==> config.mk <==
export PLATFORM = sky130hd
export DESIGN_NAME = sdfc_sqrt
export DESIGN_NICKNAME = d
export VERILOG_FILES = /design/src/hw/rtl/sdfc_pkg.sv /design/src/hw/rtl/sdfc_sqrt.sv
export SDC_FILE = /design/constraint.sdc
export NUM_CORES = 2
export LEC_CHECK = 0
export BUFFER_PORTS_ARGS = -buffer_cell sky130_fd_sc_hd__buf_2
export CAP_MARGIN = 20
export CORE_MARGIN = 2
export CORE_UTILIZATION = 35
export DETAILED_ROUTE_END_ITERATION = 16
export GPL_ROUTABILITY_DRIVEN = 0
export SKIP_CTS_REPAIR_TIMING = 1
export SKIP_LAST_GASP = 1
export SLEW_MARGIN = 20
export SYNTH_ARGS = -nofsm -noshare
export SYNTH_HDL_FRONTEND = slang
export SYNTH_MEMORY_MAX_BITS = 65536
export SYNTH_SLANG_ARGS = --single-unit
==> constraint.sdc <==
create_clock -name clk -period 9.55 [get_ports clk]
set_clock_uncertainty 0.2 [all_clocks]
set_input_delay 0.4775 -clock clk [delete_from_list [all_inputs] [get_ports clk]]
set_output_delay 0.4775 -clock clk [all_outputs]
set_load 0.01 [all_outputs]
==> src/hw/rtl/sdfc_pkg.sv <==
package sdfc_pkg;

  // field widths
  localparam int POS_W    = 32;
  localparam int DIFF_W   = POS_W + 1;
  localparam int SQ_W     = 2 * DIFF_W;
  localparam int SUM_W    = SQ_W;
  localparam int ROOT_W   = SUM_W / 2;
  localparam int SH_W     = 2 * ROOT_W;
  localparam int SREM_W   = ROOT_W + 3;
  localparam int STIFF_W  = 16;
  localparam int DAMP_W   = 24;
  localparam int MAXE_W   = 31;
  localparam int ME2_W    = 2 * MAXE_W;
  localparam int NUM_W    = DIFF_W + MAXE_W;
  localparam int QUO_W    = MAXE_W;
  localparam int DREM_W   = ROOT_W + 1;
  localparam int PK_W     = STIFF_W + 1 + DIFF_W;
  localparam int PD_W     = DAMP_W + 1 + DIFF_W;
  localparam int FSUM_W   = PD_W + 1;
  localparam int FORCE_W  = 48;
  localparam int CFG_IDX_W  = 2;
  localparam int CFG_DATA_W = MAXE_W;
  localparam int LANES    = 3;

  // pipeline depths
  localparam int SQRT_LAT = ROOT_W;
  localparam int DIV_LAT  = QUO_W;
  localparam int LINE_LEN = SQRT_LAT + 2;
  localparam int PIPE_LAT = 3 + SQRT_LAT + 1 + DIV_LAT + 2;

  // register map
  typedef enum logic [CFG_IDX_W-1:0] {
    REG_STIFFNESS = 2'd0,
    REG_DAMPING   = 2'd1,
    REG_MAX_EXT   = 2'd2
  } cfg_reg_t;

  localparam logic [STIFF_W-1:0] STIFF_RST = 16'd6400;
  localparam logic [DAMP_W-1:0]  DAMP_RST  = 24'd0;
  localparam logic [MAXE_W-1:0]  MAXE_RST  = 31'd12800;

  typedef struct packed {
    logic signed [FORCE_W-1:0] force_x;
    logic signed [FORCE_W-1:0] force_y;
    logic signed [FORCE_W-1:0] force_z;
    logic                      was_clamped;
  } result_t;

  function automatic logic [DIFF_W-1:0] abs_diff(input logic signed [DIFF_W-1:0] v);
    abs_diff = v[DIFF_W-1] ? DIFF_W'(-v) : DIFF_W'(v);
  endfunction

endpackage

==> src/hw/rtl/sdfc_sqrt.sv <==
module sdfc_sqrt (
  input  logic                         clk,
  input  logic                         en,
  input  logic [sdfc_pkg::SUM_W-1:0]   s_in,
  output logic [sdfc_pkg::ROOT_W-1:0]  root_out
);
  import sdfc_pkg::*;

  logic [SREM_W-1:0] rem_r  [SQRT_LAT];
  logic [ROOT_W-1:0] root_r [SQRT_LAT];
  logic [SH_W-1:0]   sh_r   [SQRT_LAT];

  // one result bit per stage, two radicand bits consumed per stage
  for (genvar k = 0; k < SQRT_LAT; k++) begin : g_step
    logic [SREM_W-1:0] rem_p;
    logic [ROOT_W-1:0] root_p;
    logic [SH_W-1:0]   sh_p;
    logic [SREM_W-1:0] rem_t;
    logic [SREM_W-1:0] trial;
    logic              ge;

    if (k == 0) begin : g_first
      assign rem_p  = '0;
      assign root_p = '0;
      assign sh_p   = SH_W'(s_in);
    end else begin : g_rest
      assign rem_p  = rem_r[k-1];
      assign root_p = root_r[k-1];
      assign sh_p   = sh_r[k-1];
    end

    assign rem_t = {rem_p[SREM_W-3:0], sh_p[SH_W-1 -: 2]};
    assign trial = SREM_W'({root_p, 2'b01});
    assign ge    = rem_t >= trial;

    always_ff @(posedge clk) begin
      if (en) begin
        rem_r[k]  <= ge ? (rem_t - trial) : rem_t;
        root_r[k] <= {root_p[ROOT_W-2:0], ge};
        sh_r[k]   <= {sh_p[SH_W-3:0], 2'b00};
      end
    end
  end

  assign root_out = root_r[SQRT_LAT-1];

endmodule

==> flow_summary.toml <==
[timing]
tightest_slew_ns = 1.29
hold_viol = 0
setup_violations = 0
max_freq_ghz = 0.204
finalCritPeriodShare = 0.513
post-route-min-period_ns = 4.90
drv_slew = 0
finalWorstSetupSlack_ns = 4.65
holdWs_ns = 0.0593
setup_tns_ns = 0
slew-limit-headroom = 0.141
rsz0062_at_grt = "false"

[power_and_ir_drop]
power_density_nw_per_um2 = 244
power_frac_seq = 0.456
p_switching_mw = 9.79
total_power_mw = 34.5
ir_drop_mv = 0.192
p_sw_frac = 0.284
p_leak_nw = 52.9
comb_power_share = 0.208
p_int_mw = 24.7
clockPowerShare = 0.336

[critical_path]
required_ns = 10.00
worstReg2RegStart = "rem_r[0][720]$_DFFE_PP_"
crit_type = "flop to flop"
critPathLaunchType = "flop"
cp.arrival_ns = 5.34
timing.rr.end = "rem_r[0][783]$_DFFE_PP_"
cp-end-kind = "flop"
r2r_cells = 11
critPathCapture = "rem_r[0][783]$_DFFE_PP_"
cp_max_fo = 30
crit_start = "rem_r[0][720]$_DFFE_PP_"
ff2ff_setup_slack_ns = 4.65

[route]
firstDrtPassIters = 8
via_per_inst = 5.06
drt_iter0_drc = 5589
wl_met3_um = 9850
vias = 75600
drc = 0
dr_wl_met2_um = 130000
routed_wl_um = 251000
wl_per_cell_um = 16.8
antenna_left = 0
top_layer = "met4"
wl_met1_um = 93600

[logic_synthesis]
synth_seq_area_share = 0.642
synthAdderAreaFrac = 0.0601
synth_edf_count = 2654
yosysWarnings = 0
synth_top_family_by_area = "simple AND/OR/NAND/NOR gates"
syn_avg_cell_area_um2 = 12.9
synth_xor_area_frac = 0.0624
ys_ff_latch = 2654
yosysTopAreaCell = "edfxtp_1"
netlist_instances = 9637
synth-simple-area-share = 0.101
ys.flop_type = "edfxtp_1"
syn-num-nets = 10300
synth_cell_types = 85
synthTopCellsByArea = "edfxtp_1, ha_1, xnor2_1"
synthArstFlopShare = 0
synth_top_area_share = 0.642
muxShareOfSynthArea = 0.00894
synth-compound-area-share = 0.0967
syn-cell-area_um2 = 124000

[place]
dp_worst_setup_slack_ns = 4.65
place_area_um2 = 130000
dp_cells = 14300
dp_hpwl_um = 175000
io_buffer_count = 100

[cts]
path_clk_slew_ns = 0.06
cts_max_level = 5
cts_max_path_buffers = 4
cts_buffers = 307
clock_latency_ns = 0.92
clock-sinks = 2654
cts_tree = "yes"
cts-root-buf = "clkbuf_16"

[floorplanning]
core_area_um2 = 353000
initial_utilization = 0.352
dieArea_um2 = 359000
die_h_um = 599
die_w_um = 599
ios = 101
rows = 218

[cells_and_area]
synthToLayoutAreaGrowth_pct = 13.8
instances_no_fill = 15000
drive_above_1_share = 0.0765
multi_input_area_um2 = 41000
final_nets = 10600
fin_area_um2 = 141000
regArea_um2 = 79700
fillCellCount = 32300
post-route-util = 0.400

[run]
max-cap-violations = 0

[run_status]
status = "finished clean"

[global_routing]
grt_pass1_vias = 77100
grt_max_degree = 201
antenna_found_initial = 1
grt_first_pass_wirelength_um = 399000
grt_overflow = 0
grtUsageTotal = 0.136

[min_path]
worstHoldPathType = "primary input to flop"
==> critical path: stages, from the launching register on <==
cell	delay, ns
edfxtp_1	0.39
ha_1	0.45
nor2b_1	0.21
o31a_1	0.27
o31ai_1	0.34
nand3b_1	0.25
a21oi_1	0.49
o31a_1	0.77
inv_1	0.68
nand2b_1	0.34
nor3_1	0.11
xor2_1	0.16
==> routing by layer <==
layer	up-vias	global-route usage
met5	-	0
met4	0	0.0883
met3	833	0.0187
met2	2069	0.255
met1	36200	0.141
li1	36500	-
==> registers in the layout, summed over array words and instances (netlist names) <==
| name | count |
|---|---|
| sh_r | 1056 |
| rem_r | 1037 |
| root_r | 561 |
==> final cells by class <==
cell class / instances / share of cell area
flip-flops and latches: 2654 / 0.565
multi-input cells: 6039 / 0.290
clock buffers: 364 / 0.0571
well taps: 4730 / 0.0419
inverters: 751 / 0.0200
clock inverters: 185 / 0.0133
repair buffers: 228 / 0.0128
diodes: 3 / 0.0000532
==> cells in the mapped netlist, types with 13 or more instances <==
cell and n:
a2111oi_0 27, a211o_1 19, a211oi_1 69, a21boi_0 26, a21o_1 231, a21oi_1 566, a311oi_1 15, a31o_2 16
a31oi_1 45, and2_1 38, and3_1 65, clkbuf_1 173, edfxtp_1 2654, ha_1 596, inv_1 750, mux2_2 94
nand2_1 697, nand2b_1 116, nand3_1 157, nand3b_1 34, nand4_1 110, nand4b_1 17, nor2_1 572, nor2b_1 85
nor3_1 246, nor4_1 131, nor4b_1 19, o2111ai_1 13, o211ai_1 45, o21a_1 92, o21ai_0 539, o21bai_1 46
o31ai_1 68, o41ai_1 18, or2_2 30, or3_1 93, or4_1 68, xnor2_1 459, xor2_1 425
==> power by group through the flow <==
stage | Combinational (mW) | Sequential, mW | Clock, mW
after floorplan | 5.30 | 15.6 | 0
after global routing | 7.95 | 15.9 | 12.4
after global placement | 6.77 | 15.9 | 0
after CTS | 7.06 | 15.7 | 12.0
final | 7.16 | 15.7 | 11.6
after detailed placement | 7.02 | 16.0 | 0
==> layout by cell type (no fill, tap or decap), drive strengths merged, types with 27 or more instances in the layout <==
cell,netlist,routed
o211ai,45,45
and2,38,38
clkbuf,173,364
a21oi,566,566
or3,93,93
xnor2,459,459
o21bai,46,46
nor2b,85,85
nand3b,34,34
or2,31,31
edfxtp,2654,2654
nor3,247,247
o31ai,68,68
buf,20,160
mux2,94,94
a2111oi,28,28
and3,65,65
clkinv,1,125
a31oi,45,45
a211oi,69,69
ha,596,596
nor2,572,572
dlygate4sd3,0,68
a21boi,27,27
nand4,110,110
inv,750,766
o21ai,541,541
nand2,697,697
or4,70,70
nor4,132,132
xor2,425,425
o21a,92,92
nand3,157,157
a21o,231,231
nand2b,116,116
bufinv,0,30
==> worst min-delay path by stage <==
stage / cells after the start / start / endpoint
after CTS: 1 / s_in[30] / sh_r[0][30]$_DFFE_PP_
after global routing: 2 / s_in[52] / sh_r[0][52]$_DFFE_PP_
after detailed placement: 0 / sh_r[0][1056]$_DFFE_PP_ / sh_r[0][1122]$_DFFE_PP_
after floorplan: 0 / sh_r[0][934]$_DFFE_PP_ / sh_r[0][1000]$_DFFE_PP_
final: 2 / s_in[30] / sh_r[0][30]$_DFFE_PP_
after global placement: 0 / sh_r[0][501]$_DFFE_PP_ / sh_r[0][567]$_DFFE_PP_
==> cells by family after synthesis <==
group / Yosys count
multiplexers: 99
flip-flops: 2654
AO/OA/AOI/OAI: 1934
other: 1
XOR/XNOR: 884
AND/OR/NAND/NOR: 2525
buffers and inverters: 944
adder cells (fa/ha/maj): 596
No activity file was read; power rests on OpenSTA's default activity.
